File: config.mk
export PLATFORM = sky130hd
export DESIGN_NAME = mi4_ram
export DESIGN_NICKNAME = d
export VERILOG_FILES = /design/src/rtl/mi4_ram.sv
export SDC_FILE = /design/constraint.sdc
export NUM_CORES = 1
export LEC_CHECK = 0
export BUFFER_PORTS_ARGS = -buffer_cell sky130_fd_sc_hd__buf_2
export CAP_MARGIN = 20
export CORE_ASPECT_RATIO = 1.2
export CORE_MARGIN = 2
export CORE_UTILIZATION = 50
export CTS_CLUSTER_DIAMETER = 200
export CTS_CLUSTER_SIZE = 16
export DETAILED_ROUTE_END_ITERATION = 12
export PLACE_DENSITY = 0.71
export SETUP_SLACK_MARGIN = 0.3
export SYNTH_ARGS = -nofsm -noshare
export SYNTH_HDL_FRONTEND = slang
export SYNTH_SLANG_ARGS = --single-unit
File: constraint.sdc
create_clock -name aclk -period 3.56 [get_ports aclk]
set_input_delay 0 -clock aclk [delete_from_list [all_inputs] [get_ports aclk]]
set_output_delay 0 -clock aclk [all_outputs]
set_load 0.02 [all_outputs]
File: src/rtl/mi4_ram.sv
// Single-port-write, registered-read memory.
module mi4_ram #(
    parameter int DATA_W = 32,
    parameter int ADDR_W = 4
) (
    input  logic              aclk,
    input  logic              we,
    input  logic [ADDR_W-1:0] waddr,
    input  logic [DATA_W-1:0] wdata,
    input  logic              re,
    input  logic [ADDR_W-1:0] raddr,
    output logic [DATA_W-1:0] rdata
);
    logic [DATA_W-1:0] mem [2**ADDR_W];

    always_ff @(posedge aclk) begin
        if (we) begin
            mem[waddr] <= wdata;
        end
    end

    always_ff @(posedge aclk) begin
        if (re) begin
            rdata <= mem[raddr];
        end
    end
endmodule

==> out/qor.txt <==
Pin slew with the least headroom to its limit: 0.998 ns
DIE HEIGHT: 224 um
Data required time of the critical path: 3.80 ns
Setup bufs post-CTS: 0
Gpl congestion: 0.723
Final antenna-violating net count: 0
Pre-CTS setup slack: 1.45 ns
Number of antenna violations at the first check in global routing: 1
Final period util: 57.3%
Top-level port count: 75
Setup repair after global routing missed its margin: false
Hold violation total from the final report: 0
First drt pass iteration count: 5
Synth Cell Area: 20200 um2
Largest family of logic cells by synthesized area: multiplexers
Cells after Synth: 838
Syn_nets: 881
Area of the die: 42000 um2
Routed via count: 9227
Kind of capture point of the worst setup path: flop
Share of the synthesized area in the top cell type: 81.0%
Number of global-route vias before repair: 9574
Leakage power figure: 7.25 nW
Average cell area after synthesis: 24.1 um2
Post-route standard cell area excluding fillers: 22900 um2
Largest area contributor in the netlist: sky130_fd_sc_hd__edfxtp_1
Minimum period implied by the final worst setup slack: 2.04 ns
Combined global-route utilization of all metal layers: 20.0%
Area of the core: 39700 um2
Final routed wirelength across all metal layers: 41.2 mm
Crit Path Category: in -> reg
Fmax: 490 MHz
Final setup violation count: 0
Remaining global-route overflow: 0
CP arrival: 2.28 ns
Cells taking the most area after synthesis: sky130_fd_sc_hd__edfxtp_1 (81%), sky130_fd_sc_hd__mux4_2 (14%), sky130_fd_sc_hd__a22oi_1 (2.4%), sky130_fd_sc_hd__nand2_1 (0.61%), sky130_fd_sc_hd__buf_4 (0.41%)
Register area share after synthesis: 81.0%
Count of unique library cells instantiated by Yosys: 17
Proportion of synthesized area in mux cells: 14.3%
Pin count of the biggest net entering global routing: 45
Peak VDD IR: 0.000372 V
CTS sink cnt: 544
Element type at the critical path start: input port
Detailed-placement wirelength estimate: 23.1 mm
Worst-Skew Late Latency: 0.54 ns
Starting Density: 50.8%
Worst r2r path cells: 3
Max_slew headroom: 33.5%
Die X-Extent: 187 um
Average wire per cell in the routed design: 27.2 um
Share of cells above drive strength 1: 30.5%
Site row count: 80
Placed cell area: 21500 um2
Root buf cell: sky130_fd_sc_hd__clkbuf_16
Wire length of the first global-routing pass: 61.3 mm
Worst hold path class: in -> reg
Synth Area in Compound Gates: 2.38%
Total power after layout: 11.9 mW
Top library cells by usage in the layout, fill and taps aside: sky130_fd_sc_hd__edfxtp_1 (544), sky130_fd_sc_hd__mux4_2 (128), sky130_fd_sc_hd__buf_2 (72)
IO buf count: 74
Run status: finished, final reports clean
CTS tree: built
Maximum fanout count along the critical path: 20
Number of levels in the clock H-tree: 2
Maximum capacitance violations: 0
Number of buffers created by CTS: 39
Post-synthesis share of cell area spent on xor and xnor gates: 0%
Remaining routing DRC violations: 0
Worst setup skew after layout: 0.0122 ns
Hold-critical path depth: 4
Core utilization of the finished layout: 57.6%
Area Overhead vs Synth: 13.5%
Most common cell after layout, fill and taps aside: sky130_fd_sc_hd__edfxtp_1
Area fraction in and, or, nand and nor cells after synthesis: 1.25%
Net count reported at finish: 1025
Total negative slack: 0 ns
Synth Register Bits: 544
Arithmetic-cell share of the synthesized area counting full adders, half adders and majority gates: 0%
CTS clock-pin slew for the worst setup and hold paths: 0.07 ns
Pins over their slew limit: 0
Clock Path Buffers: 3
Number of warnings reported in the yosys synthesis log: 0
Via count normalized by instance count: 6.09
DRT iter0 DRCs: 894
Least setup slack across all paths after layout: 1.52 ns
Power density relative to cell area: 520 nW/um2
==> where the power goes <==
part / internal, mW / switching, mW
sequential: 7.21 / 0.0407
clock: 2.03 / 1.93
combinational: 0.284 / 0.401
==> cells in the mapped netlist <==
cell	n
sky130_fd_sc_hd__edfxtp_1	544
sky130_fd_sc_hd__mux4_2	128
sky130_fd_sc_hd__a22oi_1	64
sky130_fd_sc_hd__nand2_1	33
sky130_fd_sc_hd__clkbuf_1	17
sky130_fd_sc_hd__nor2_1	13
sky130_fd_sc_hd__buf_4	11
sky130_fd_sc_hd__buf_1	9
sky130_fd_sc_hd__buf_2	4
sky130_fd_sc_hd__nor3_1	4
sky130_fd_sc_hd__buf_6	2
sky130_fd_sc_hd__nand2b_1	2
sky130_fd_sc_hd__nand3b_1	2
sky130_fd_sc_hd__nor2b_1	2
sky130_fd_sc_hd__and2_1	1
sky130_fd_sc_hd__nand3_1	1
sky130_fd_sc_hd__or3b_2	1
==> per-layer routing <==
metal,vias to the layer above,global-route usage (%),share of wire (%),routed length (um)
met3,67,3.23,7.1,2940
met5,-,0,0.027,11
met1,4939,27.9,40,16600
met2,365,33.5,51,20800
met4,2,5.08,2.0,823
li1,3854,-,-,-
==> worst max-delay path: stages <==
cell and delay, ns:
sky130_fd_sc_hd__dlygate4sd3_1 0.62, sky130_fd_sc_hd__buf_2 0.24, sky130_fd_sc_hd__nand2_1 0.25, sky130_fd_sc_hd__nor2_4 0.82, sky130_fd_sc_hd__buf_4 0.33
==> what timing repair did <==
item / in CTS / in global routing
gates resized for setup: 0 / 0
hold endpoints to repair: 527 / 0
hold buffers: 36 / 0
==> final timing paths <==
path / slack, ns / from / endpoint
worst max register to register: 2.11 / mem[14][0] / rdata[0]
worst min register to register: 0.74 / mem[14][8] / rdata[8]
worst min-delay path: 0.14 / raddr[3] / rdata[9]
worst max-delay path: 1.52 / waddr[0] / mem[15][15]
==> flip-flops by register name, indices dropped and copies added, names as in the netlist <==
name	flops
rdata	32
mem	512
==> per-stage QoR <==
step | std cells | hold slack [ns]
2_1_floorplan | 838 | 0.0989
3_3_place_gp | 1435 | 0.375
3_5_place_dp | 1438 | 0.383
4_1_cts | 1515 | 0.0994
5_1_grt | 1515 | 0.149
6_report | 1516 | 0.137
==> kinds of logic after synthesis <==
family / count (synthesis)
AND/OR/NAND/NOR: 59
multiplexers: 128
AO/OA/AOI/OAI: 64
buffers and inverters: 43
flip-flops: 544
==> layout make-up <==
cell class / count / area (um2)
diodes: 1 / 2.50
clock buffers: 41 / 1030
fillers: 2797 / 16800
multi-input cells: 251 / 3750
flip-flops and latches: 544 / 16300
well taps: 533 / 667
repair buffers: 146 / 1120
No activity file was read; power rests on OpenSTA's default activity.
